[config.mk]
export PLATFORM = sky130hd
export DESIGN_NAME = pixel_to_ansi_truecolor_unit
export DESIGN_NICKNAME = d
export VERILOG_FILES = /design/src/ptat_pkg.sv /design/src/ptat_front.sv /design/src/ptat_fifo.sv /design/src/ptat_back.sv /design/src/pixel_to_ansi_truecolor_unit.sv
export SDC_FILE = /design/constraint.sdc
export NUM_CORES = 1
export LEC_CHECK = 0
export BUFFER_PORTS_ARGS = -buffer_cell sky130_fd_sc_hd__buf_4
export CORE_AREA = 8 8 110 188
export CTS_CLUSTER_SIZE = 30
export DETAILED_ROUTE_END_ITERATION = 7
export DIE_AREA = 0 0 118 196
export PLACE_DENSITY = 0.72
export SETUP_SLACK_MARGIN = 0.1
export SKIP_CTS_REPAIR_TIMING = 1
export SYNTH_ARGS = -nofsm -noshare
export SYNTH_HDL_FRONTEND = slang
export SYNTH_SLANG_ARGS = --single-unit
[constraint.sdc]
create_clock -name clk -period 4.44 [get_ports clk]
set_input_delay 0.888 -clock clk [delete_from_list [all_inputs] [get_ports clk]]
set_output_delay 0.888 -clock clk [all_outputs]
set_load 0.02 [all_outputs]
[src/ptat_pkg.sv]
// ============================================================================
// ptat_pkg
// Shared types, character codes and the decimal conversion for the 24-bit
// background color encoder.
// ============================================================================
`default_nettype none

package ptat_pkg;

    // Input beat: one RGB pixel
    typedef struct packed {
        logic [7:0] red;
        logic [7:0] green;
        logic [7:0] blue;
        logic       last_in_row;
    } ptat_pixel_t;

    // Result beat: one text byte
    typedef struct packed {
        logic [7:0] text_byte;
        logic       final_byte;
    } ptat_result_t;

    // One color component as decimal digits, ndig counts significant digits
    typedef struct packed {
        logic [1:0] ndig;
        logic [3:0] hun;
        logic [3:0] ten;
        logic [3:0] uni;
    } ptat_dec_t;

    // Classified pixel handed from the front end to the byte sequencer
    typedef struct packed {
        logic      emit_seq;
        logic      last_in_row;
        ptat_dec_t red;
        ptat_dec_t green;
        ptat_dec_t blue;
    } ptat_cmd_t;

    // Queue status seen by both sides
    typedef struct packed {
        logic full;
        logic empty;
    } ptat_q_status_t;

    // Sequencer phases, one per emitted byte (digits repeat their phase)
    typedef enum logic [3:0] {
        PH_IDLE,
        PH_ESC,
        PH_BRACKET,
        PH_FOUR,
        PH_EIGHT,
        PH_SEMI_A,
        PH_TWO,
        PH_SEMI_B,
        PH_RED,
        PH_SEMI_C,
        PH_GREEN,
        PH_SEMI_D,
        PH_BLUE,
        PH_M,
        PH_SPACE,
        PH_NEWLINE
    } ptat_phase_t;

    localparam logic [7:0] CH_ESC     = 8'h1B;
    localparam logic [7:0] CH_BRACKET = 8'h5B;
    localparam logic [7:0] CH_FOUR    = 8'h34;
    localparam logic [7:0] CH_EIGHT   = 8'h38;
    localparam logic [7:0] CH_SEMI    = 8'h3B;
    localparam logic [7:0] CH_TWO     = 8'h32;
    localparam logic [7:0] CH_M       = 8'h6D;
    localparam logic [7:0] CH_SPACE   = 8'h20;
    localparam logic [7:0] CH_NEWLINE = 8'h0A;
    localparam logic [7:0] CH_ZERO    = 8'h30;

    // Split an 8-bit value into hundreds, tens and units
    function automatic ptat_dec_t ptat_to_dec(input logic [7:0] v);
        ptat_dec_t  d;
        logic [1:0] h;
        logic [6:0] rem;
        logic [14:0] prod;
        logic [3:0] t;
        logic [6:0] u7;
        if (v >= 8'd200) begin
            h   = 2'd2;
            rem = 7'(v - 8'd200);
        end else if (v >= 8'd100) begin
            h   = 2'd1;
            rem = 7'(v - 8'd100);
        end else begin
            h   = 2'd0;
            rem = v[6:0];
        end
        // rem / 10 by reciprocal, exact for rem below 100
        prod  = {8'b0, rem} * 15'd205;
        t     = prod[14:11];
        u7    = rem - 7'({3'b0, t} * 7'd10);
        d.hun = {2'b0, h};
        d.ten = t;
        d.uni = u7[3:0];
        if (h != 2'd0) begin
            d.ndig = 2'd3;
        end else if (t != 4'd0) begin
            d.ndig = 2'd2;
        end else begin
            d.ndig = 2'd1;
        end
        return d;
    endfunction

endpackage

`default_nettype wire

[src/ptat_front.sv]
// ============================================================================
// ptat_front
// Accepts pixels, compares them with the held color and converts the
// components to decimal digits; pushes one command per pixel.
// ============================================================================
`default_nettype none

module ptat_front (
    input  wire logic                 clk,
    input  wire logic                 rst_n,
    input  wire ptat_pkg::ptat_pixel_t pixel,
    input  wire logic                 push,
    output logic                      full,
    input  wire ptat_pkg::ptat_q_status_t q_status,
    output logic                      q_push,
    output ptat_pkg::ptat_cmd_t       q_data
);

    logic [7:0] held_red_reg;
    logic [7:0] held_green_reg;
    logic [7:0] held_blue_reg;
    logic       colour_held_reg;
    logic       accept;
    logic       differs;

    assign full   = q_status.full;
    assign accept = push && !q_status.full;
    assign q_push = accept;

    // Decide whether the color select sequence is needed
    assign differs = !colour_held_reg
                  || (pixel.red != held_red_reg)
                  || (pixel.green != held_green_reg)
                  || (pixel.blue != held_blue_reg);

    // Build the command for the sequencer
    always_comb
    begin
        q_data.emit_seq    = differs;
        q_data.last_in_row = pixel.last_in_row;
        q_data.red         = ptat_pkg::ptat_to_dec(pixel.red);
        q_data.green       = ptat_pkg::ptat_to_dec(pixel.green);
        q_data.blue        = ptat_pkg::ptat_to_dec(pixel.blue);
    end

    // Hold the current row color; drop it at the end of a row
    always_ff @(posedge clk or negedge rst_n)
    begin
        if (!rst_n)
        begin
            held_red_reg    <= 8'd0;
            held_green_reg  <= 8'd0;
            held_blue_reg   <= 8'd0;
            colour_held_reg <= 1'b0;
        end
        else if (accept)
        begin
            if (differs)
            begin
                held_red_reg    <= pixel.red;
                held_green_reg  <= pixel.green;
                held_blue_reg   <= pixel.blue;
            end
            colour_held_reg <= !pixel.last_in_row;
        end
    end

endmodule

`default_nettype wire

[src/ptat_fifo.sv]
// ============================================================================
// ptat_fifo
// Short command queue between the front end and the byte sequencer.
// ============================================================================
`default_nettype none

module ptat_fifo #(
    parameter int DEPTH = 2
) (
    input  wire logic                clk,
    input  wire logic                rst_n,
    input  wire logic                wr_en,
    input  wire ptat_pkg::ptat_cmd_t wr_data,
    input  wire logic                rd_en,
    output ptat_pkg::ptat_cmd_t      rd_data,
    output ptat_pkg::ptat_q_status_t status
);

    localparam int PTR_W = (DEPTH > 1) ? $clog2(DEPTH) : 1;
    localparam int CNT_W = $clog2(DEPTH + 1);

    ptat_pkg::ptat_cmd_t slot_reg [DEPTH];
    logic [PTR_W-1:0]    wr_ptr_reg;
    logic [PTR_W-1:0]    rd_ptr_reg;
    logic [CNT_W-1:0]    count_reg;
    logic                do_wr;
    logic                do_rd;

    assign status.full  = (count_reg == CNT_W'(DEPTH));
    assign status.empty = (count_reg == '0);
    assign do_wr        = wr_en && !status.full;
    assign do_rd        = rd_en && !status.empty;
    assign rd_data      = slot_reg[rd_ptr_reg];

    // Store the incoming command
    always_ff @(posedge clk)
    begin
        if (do_wr)
        begin
            slot_reg[wr_ptr_reg] <= wr_data;
        end
    end

    // Advance pointers and track occupancy
    always_ff @(posedge clk or negedge rst_n)
    begin
        if (!rst_n)
        begin
            wr_ptr_reg <= '0;
            rd_ptr_reg <= '0;
            count_reg  <= '0;
        end
        else
        begin
            if (do_wr)
            begin
                wr_ptr_reg <= (wr_ptr_reg == PTR_W'(DEPTH - 1)) ? '0 : wr_ptr_reg + 1'b1;
            end
            if (do_rd)
            begin
                rd_ptr_reg <= (rd_ptr_reg == PTR_W'(DEPTH - 1)) ? '0 : rd_ptr_reg + 1'b1;
            end
            if (do_wr && !do_rd)
            begin
                count_reg <= count_reg + 1'b1;
            end
            else if (do_rd && !do_wr)
            begin
                count_reg <= count_reg - 1'b1;
            end
        end
    end

endmodule

`default_nettype wire

[src/ptat_back.sv]
// ============================================================================
// ptat_back
// Byte sequencer: walks one command through its text bytes, one byte per
// cycle unless the output is held, into a single-entry output register.
// ============================================================================
`default_nettype none

module ptat_back (
    input  wire logic                    clk,
    input  wire logic                    rst_n,
    input  wire ptat_pkg::ptat_q_status_t q_status,
    input  wire ptat_pkg::ptat_cmd_t     q_data,
    output logic                         q_pop,
    input  wire logic                    pop,
    output logic                         empty,
    output ptat_pkg::ptat_result_t       result
);

    ptat_pkg::ptat_phase_t  state_reg;
    ptat_pkg::ptat_phase_t  state_next;
    ptat_pkg::ptat_phase_t  start_phase;
    ptat_pkg::ptat_cmd_t    cmd_reg;
    logic [1:0]             dig_reg;
    logic [1:0]             dig_next;
    logic                   out_valid_reg;
    ptat_pkg::ptat_result_t out_reg;
    logic                   adv;
    logic                   load;
    logic                   item_done;
    logic                   emit;
    ptat_pkg::ptat_dec_t    comp;
    logic [1:0]             pos;
    logic [3:0]             digit;
    logic                   dig_last;
    logic [7:0]             byte_val;
    logic                   final_val;

    assign empty  = !out_valid_reg;
    assign result = out_reg;
    assign adv    = !out_valid_reg || pop;
    assign emit   = (state_reg != ptat_pkg::PH_IDLE) && adv;
    assign q_pop  = load;
    assign start_phase = q_data.emit_seq ? ptat_pkg::PH_ESC : ptat_pkg::PH_SPACE;

    // Select the component and digit in play
    always_comb
    begin
        if (state_reg == ptat_pkg::PH_RED)
        begin
            comp = cmd_reg.red;
        end
        else if (state_reg == ptat_pkg::PH_GREEN)
        begin
            comp = cmd_reg.green;
        end
        else
        begin
            comp = cmd_reg.blue;
        end
        pos      = dig_reg + (2'd3 - comp.ndig);
        dig_last = (dig_reg == comp.ndig - 2'd1);
        if (pos == 2'd0)
        begin
            digit = comp.hun;
        end
        else if (pos == 2'd1)
        begin
            digit = comp.ten;
        end
        else
        begin
            digit = comp.uni;
        end
    end

    // Next state
    always_comb
    begin
        state_next = state_reg;
        dig_next   = dig_reg;
        load       = 1'b0;
        item_done  = 1'b0;
        unique case (state_reg)
            ptat_pkg::PH_IDLE:
            begin
                if (!q_status.empty)
                begin
                    load       = 1'b1;
                    state_next = start_phase;
                end
            end
            ptat_pkg::PH_ESC:     if (adv) state_next = ptat_pkg::PH_BRACKET;
            ptat_pkg::PH_BRACKET: if (adv) state_next = ptat_pkg::PH_FOUR;
            ptat_pkg::PH_FOUR:    if (adv) state_next = ptat_pkg::PH_EIGHT;
            ptat_pkg::PH_EIGHT:   if (adv) state_next = ptat_pkg::PH_SEMI_A;
            ptat_pkg::PH_SEMI_A:  if (adv) state_next = ptat_pkg::PH_TWO;
            ptat_pkg::PH_TWO:     if (adv) state_next = ptat_pkg::PH_SEMI_B;
            ptat_pkg::PH_SEMI_B:  if (adv) state_next = ptat_pkg::PH_RED;
            ptat_pkg::PH_SEMI_C:  if (adv) state_next = ptat_pkg::PH_GREEN;
            ptat_pkg::PH_SEMI_D:  if (adv) state_next = ptat_pkg::PH_BLUE;
            ptat_pkg::PH_M:       if (adv) state_next = ptat_pkg::PH_SPACE;
            ptat_pkg::PH_RED, ptat_pkg::PH_GREEN, ptat_pkg::PH_BLUE:
            begin
                if (adv)
                begin
                    if (dig_last)
                    begin
                        dig_next = 2'd0;
                        if (state_reg == ptat_pkg::PH_RED)
                        begin
                            state_next = ptat_pkg::PH_SEMI_C;
                        end
                        else if (state_reg == ptat_pkg::PH_GREEN)
                        begin
                            state_next = ptat_pkg::PH_SEMI_D;
                        end
                        else
                        begin
                            state_next = ptat_pkg::PH_M;
                        end
                    end
                    else
                    begin
                        dig_next = dig_reg + 2'd1;
                    end
                end
            end
            ptat_pkg::PH_SPACE:
            begin
                if (adv)
                begin
                    if (cmd_reg.last_in_row)
                    begin
                        state_next = ptat_pkg::PH_NEWLINE;
                    end
                    else
                    begin
                        item_done = 1'b1;
                    end
                end
            end
            ptat_pkg::PH_NEWLINE:
            begin
                if (adv)
                begin
                    item_done = 1'b1;
                end
            end
            default:
            begin
                state_next = ptat_pkg::PH_IDLE;
            end
        endcase
        // Chain straight into the next command when one waits
        if (item_done)
        begin
            if (!q_status.empty)
            begin
                load       = 1'b1;
                state_next = start_phase;
            end
            else
            begin
                state_next = ptat_pkg::PH_IDLE;
            end
        end
    end

    // Byte for the current phase
    always_comb
    begin
        final_val = 1'b0;
        unique case (state_reg)
            ptat_pkg::PH_ESC:     byte_val = ptat_pkg::CH_ESC;
            ptat_pkg::PH_BRACKET: byte_val = ptat_pkg::CH_BRACKET;
            ptat_pkg::PH_FOUR:    byte_val = ptat_pkg::CH_FOUR;
            ptat_pkg::PH_EIGHT:   byte_val = ptat_pkg::CH_EIGHT;
            ptat_pkg::PH_TWO:     byte_val = ptat_pkg::CH_TWO;
            ptat_pkg::PH_M:       byte_val = ptat_pkg::CH_M;
            ptat_pkg::PH_SEMI_A, ptat_pkg::PH_SEMI_B,
            ptat_pkg::PH_SEMI_C, ptat_pkg::PH_SEMI_D:
                byte_val = ptat_pkg::CH_SEMI;
            ptat_pkg::PH_RED, ptat_pkg::PH_GREEN, ptat_pkg::PH_BLUE:
                byte_val = ptat_pkg::CH_ZERO + {4'b0, digit};
            ptat_pkg::PH_SPACE:
            begin
                byte_val  = ptat_pkg::CH_SPACE;
                final_val = !cmd_reg.last_in_row;
            end
            ptat_pkg::PH_NEWLINE:
            begin
                byte_val  = ptat_pkg::CH_NEWLINE;
                final_val = 1'b1;
            end
            default:              byte_val = ptat_pkg::CH_SPACE;
        endcase
    end

    // Advance the sequencer
    always_ff @(posedge clk or negedge rst_n)
    begin
        if (!rst_n)
        begin
            state_reg     <= ptat_pkg::PH_IDLE;
            dig_reg       <= 2'd0;
            out_valid_reg <= 1'b0;
        end
        else
        begin
            state_reg <= state_next;
            dig_reg   <= dig_next;
            if (emit)
            begin
                out_valid_reg <= 1'b1;
            end
            else if (pop)
            begin
                out_valid_reg <= 1'b0;
            end
        end
    end

    // Hold the command and the outgoing byte
    always_ff @(posedge clk)
    begin
        if (load)
        begin
            cmd_reg <= q_data;
        end
        if (emit)
        begin
            out_reg.text_byte  <= byte_val;
            out_reg.final_byte <= final_val;
        end
    end

endmodule

`default_nettype wire

[src/pixel_to_ansi_truecolor_unit.sv]
// ============================================================================
// pixel_to_ansi_truecolor_unit
// Turns RGB pixels into terminal text with 24-bit background color selects.
// ============================================================================
// Each pixel produces 1 to 21 bytes: the select sequence ESC [ 4 8 ; 2 ; R ; G ; B m
// when the color changes or the row has no color yet, then a space, then a
// newline on the last pixel of a row. Bytes leave at one per cycle while the
// receiver keeps popping, through a single output register. After the block
// has run dry, a pixel's first byte passes through the command queue, the
// sequencer's command register and the output register. Pixels are classified
// on entry and parked in a QUEUE_DEPTH-entry command queue, so the input keeps
// accepting while earlier pixels are still being written out.
`default_nettype none

module pixel_to_ansi_truecolor_unit #(
    parameter int QUEUE_DEPTH = 2
) (
    input  wire logic                   clk,
    input  wire logic                   rst_n,
    input  wire logic                   push,
    output logic                        full,
    input  wire ptat_pkg::ptat_pixel_t  pixel,
    input  wire logic                   pop,
    output logic                        empty,
    output ptat_pkg::ptat_result_t      result
);

    ptat_pkg::ptat_q_status_t q_status;
    ptat_pkg::ptat_cmd_t      q_wr_data;
    ptat_pkg::ptat_cmd_t      q_rd_data;
    logic                     q_push;
    logic                     q_pop;

    // Classify incoming pixels
    ptat_front u_front (
        .clk      (clk),
        .rst_n    (rst_n),
        .pixel    (pixel),
        .push     (push),
        .full     (full),
        .q_status (q_status),
        .q_push   (q_push),
        .q_data   (q_wr_data)
    );

    // Decouple the two sides
    ptat_fifo #(
        .DEPTH (QUEUE_DEPTH)
    ) u_fifo (
        .clk     (clk),
        .rst_n   (rst_n),
        .wr_en   (q_push),
        .wr_data (q_wr_data),
        .rd_en   (q_pop),
        .rd_data (q_rd_data),
        .status  (q_status)
    );

    // Write out the bytes
    ptat_back u_back (
        .clk      (clk),
        .rst_n    (rst_n),
        .q_status (q_status),
        .q_data   (q_rd_data),
        .q_pop    (q_pop),
        .pop      (pop),
        .empty    (empty),
        .result   (result)
    );

    // An accepted pixel is in the queue on the next cycle
    assert property (@(posedge clk) disable iff (!rst_n)
        (push && !full) |=> !q_status.empty)
        else $error("accepted pixel missing from command queue");

    // The sequencer never takes from an empty queue
    assert property (@(posedge clk) disable iff (!rst_n)
        q_pop |-> !q_status.empty)
        else $error("command taken from empty queue");

    // A pixel's last byte is always a space or a newline
    assert property (@(posedge clk) disable iff (!rst_n)
        (!empty && result.final_byte) |->
            (result.text_byte == ptat_pkg::CH_SPACE
             || result.text_byte == ptat_pkg::CH_NEWLINE))
        else $error("final byte is not a space or newline");

    // The escape byte opens a sequence and never closes a pixel
    assert property (@(posedge clk) disable iff (!rst_n)
        (!empty && result.text_byte == ptat_pkg::CH_ESC) |-> !result.final_byte)
        else $error("escape byte marked final");

endmodule

`default_nettype wire

==> metrics.txt <==
run status=finished with violations; failing checks=setup timing; Skew-Pair Late Insertion Delay=about 420 ps; grt ovf=0; Main synth FF type=edfxtp_1; Int Pwr=about 6000 µW; Clock Sinks=157; switch share=0.375; register area share after synthesis=0.446; ant diodes=0; Synth cell types=between 60 and 70; Synth Register Bits=between 150 and 200; Reg2Reg Setup Slack=1580 ps; Arr. time, crit path=roughly 6200 ps; Synth Area in Compound Gates=0.0853; GPL Wtd Cong=roughly 0.9; min Tclk post-route=6000 ps; Worst slew margin=0.224; pin count of the biggest net entering global routing=39; HP Class=in2async; die area=about 23,000 µm²; largest area contributor in the netlist=edfxtp_1; Root Buffer=clkbuf_16; Residual DRC=0; post-synthesis adder-cell area fraction=0.200; CTS Buf Count=17; max-slew violation count=0; Rows=66; Syn Inst Count=846; placed instance area=12,200 µm²; Clk pwr share=0.151; leakage=0.00578 µW; Synth top area share=0.358; xor/xnor share of the synthesized area=0.0655; max layer used=met4; largest family of logic cells by synthesized area=adder cells; maxcap violations=0; Layout Cells excl Fill=1,301; Avg Cell Area, Syn=12.0 µm²; Seq pwr share=0.294; Crit Path Max Fanout=6; vias in the first global route=7,805; WL met2=13,800 µm; Worst Path Required=4590 ps; PD cells=711 nW/µm²; yosys warns=0; WL per Instance=18.4 µm; CTS tree=done; RSZ-0062 raised after global routing=true; Least-Margin Pin Slew=1160 ps; sw power=3590 µW; HPWL after DPL=18,400 µm; Synth area leaders=edfxtp_1 36%, ha_1 15%, dfrtp_1 8.9%; DR WL met3=591 µm; Post-synth EDFFs=121; routed wire length=~24,000 µm; Starting DRT DRC Count=340; fillers=1,250; Port Buffers=38; clk slew on worst S/H paths=around 60 ps; DIE HEIGHT=196 µm; sequential cell area=4530 µm²; antenna violations before repair=0; die width=118 µm; fin worst setup slack=-1560 ps; final setup violation count=54; via count=between 7,000 and 8,000; Peak VDD IR=0.000450 V; synthesized area=10,200 µm²; power share of the combinational group=0.556; fmax=167 MHz; Area Growth Syn to Fin=32.6%; Layout Skew=10.7 ps; H-tree Lvls=4; CTS max path bufs=2; Largest register FFs=76; GRT Total Usage=0.207; DR pass1 iterations=5; fin crit share=1.35; multi-input logic area=6020 µm²; Async S/R FF share, synth=0.229; CP Capture Type=flip-flop; mux share of post-synthesis cell area=0.0843; layout cells sized above 1=0.409; Final #Nets=1,225; final-report hold violation count=0; vias per cell=5.48; Setup CP Type=in2reg; IO Pins=40; post-route ant nets=0; Inst Count DP=1,250; cell with the most instances after synthesis=edfxtp_1; core area=about 18,000 µm²; first-pass GRT wire length=37,700 µm; CP Launch Type=input pin; design area=13,500 µm²; most frequent cells after synthesis=121 x edfxtp_1, 119 x ha_1, 85 x inv_1, 61 x mux2_2, 51 x nand2_1; Simple-Gate Fraction of Synth Area=0.0777; DRT met1 WL=8780 µm; Mapped Nets=1,021; Initial Util=0.557
[cells in the final DEF (no fill, tap or decap), drive strengths merged, types with 3 or more instances in the layout]
| cell | n |
|---|---|
| o31a | 3 |
| a221oi | 3 |
| or2 | 5 |
| clkbuf | 18 |
| clkinv | 6 |
| o21a | 6 |
| nand2 | 51 |
| and2 | 7 |
| or3 | 4 |
| inv | 90 |
| mux2i | 17 |
| edfxtp | 121 |
| a21oi | 31 |
| o21ai | 28 |
| o31ai | 8 |
| a31o | 3 |
| a21o | 6 |
| nand4 | 8 |
| fa | 27 |
| dfrtp | 36 |
| o211ai | 8 |
| nor2b | 3 |
| xor2 | 26 |
| nor2 | 45 |
| o21bai | 3 |
| ha | 119 |
| a211oi | 3 |
| or3b | 4 |
| nand2b | 4 |
| nor3 | 5 |
| and3 | 3 |
| a31oi | 4 |
| xnor2 | 44 |
| nand3 | 11 |
| nor4 | 3 |
| mux2 | 61 |
| buf | 208 |
[stage by stage]
stage / hold slack (ps) / utilization / setup slack (ps) / TNS (ps) / total power, µW
after detailed placement: 490 / 0.667 / -2090 / -79670 / 7550
final: 444 / 0.738 / -1560 / -51060 / 9580
after global placement: 468 / 0.667 / -1930 / -73540 / 7280
after CTS: 456 / 0.700 / -1650 / -56150 / 9030
after floorplan: 450 / - / -1720 / -53170 / 5930
after global routing: 473 / 0.738 / -1770 / -60460 / 10200
[worst paths after layout]
path | to | startpoint | cells past startpoint
min | u_back.state_reg[1] | rst_n | 1
max reg2reg | u_back.state_reg[3] | u_back.state_reg[0] | 9
max | u_fifo.slot_reg[1][15] | pixel[11] | 26
min in group clk | u_front.held_red_reg[2] | u_front.held_red_reg[2] | 2
min reg2reg | u_front.held_red_reg[2] | u_front.held_red_reg[2] | 2
max in group asynchronous | u_back.out_valid_reg | rst_n | 1
[area by class of cell]
cell class                 instances  area share
multi-input combinational        580       0.447
clock buffer                      18      0.0319
inverter                          86      0.0280
timing repair buffer             208       0.123
sequential                       157       0.337
tap                              238      0.0221
clock inverter                    14      0.0118
[power by group through the flow]
stage / Sequential, µW / Clock, µW / Combinational (µW)
2_1_floorplan: 2730 / 0 / 3200
3_3_place_gp: 2800 / 0 / 4480
3_5_place_dp: 2830 / 0 / 4710
4_1_cts: 2810 / 1460 / 4760
5_1_grt: 2860 / 1520 / 5810
6_report: 2810 / 1440 / 5320
[worst max-delay path, cell delays in order]
cell and delay (ps):
buf_8 110, inv_8 50, ha_4 110, or3b_4 380
a21oi_4 240, mux2i_1 210, nor2_1 80, xor2_1 140
buf_4 160, ha_4 240, fa_1 440, ha_1 310
inv_2 40, fa_1 520, inv_2 50, ha_4 210
a21o_1 210, a221oi_4 300, nand2_2 110, a31oi_4 180
xnor2_2 160, ha_4 160, inv_2 40, fa_2 390
xnor2_2 170, xnor3_1 270
[per-layer routing]
layer / vias up / GRT usage
li1: 3435 / -
met1: 3497 / 0.203
met2: 148 / 0.409
met3: 53 / 0.0311
met4: 0 / 0.0992
met5: - / 0
[kinds of logic after synthesis]
group | count (synthesis)
buffers and inverters | 109
flip-flops | 157
multiplexers | 78
AND/OR/NAND/NOR | 161
adder cells (fa/ha/maj) | 146
XOR/XNOR | 72
other | 1
AO/OA/AOI/OAI | 122
Note: power is estimated with default switching activity, not from simulation.
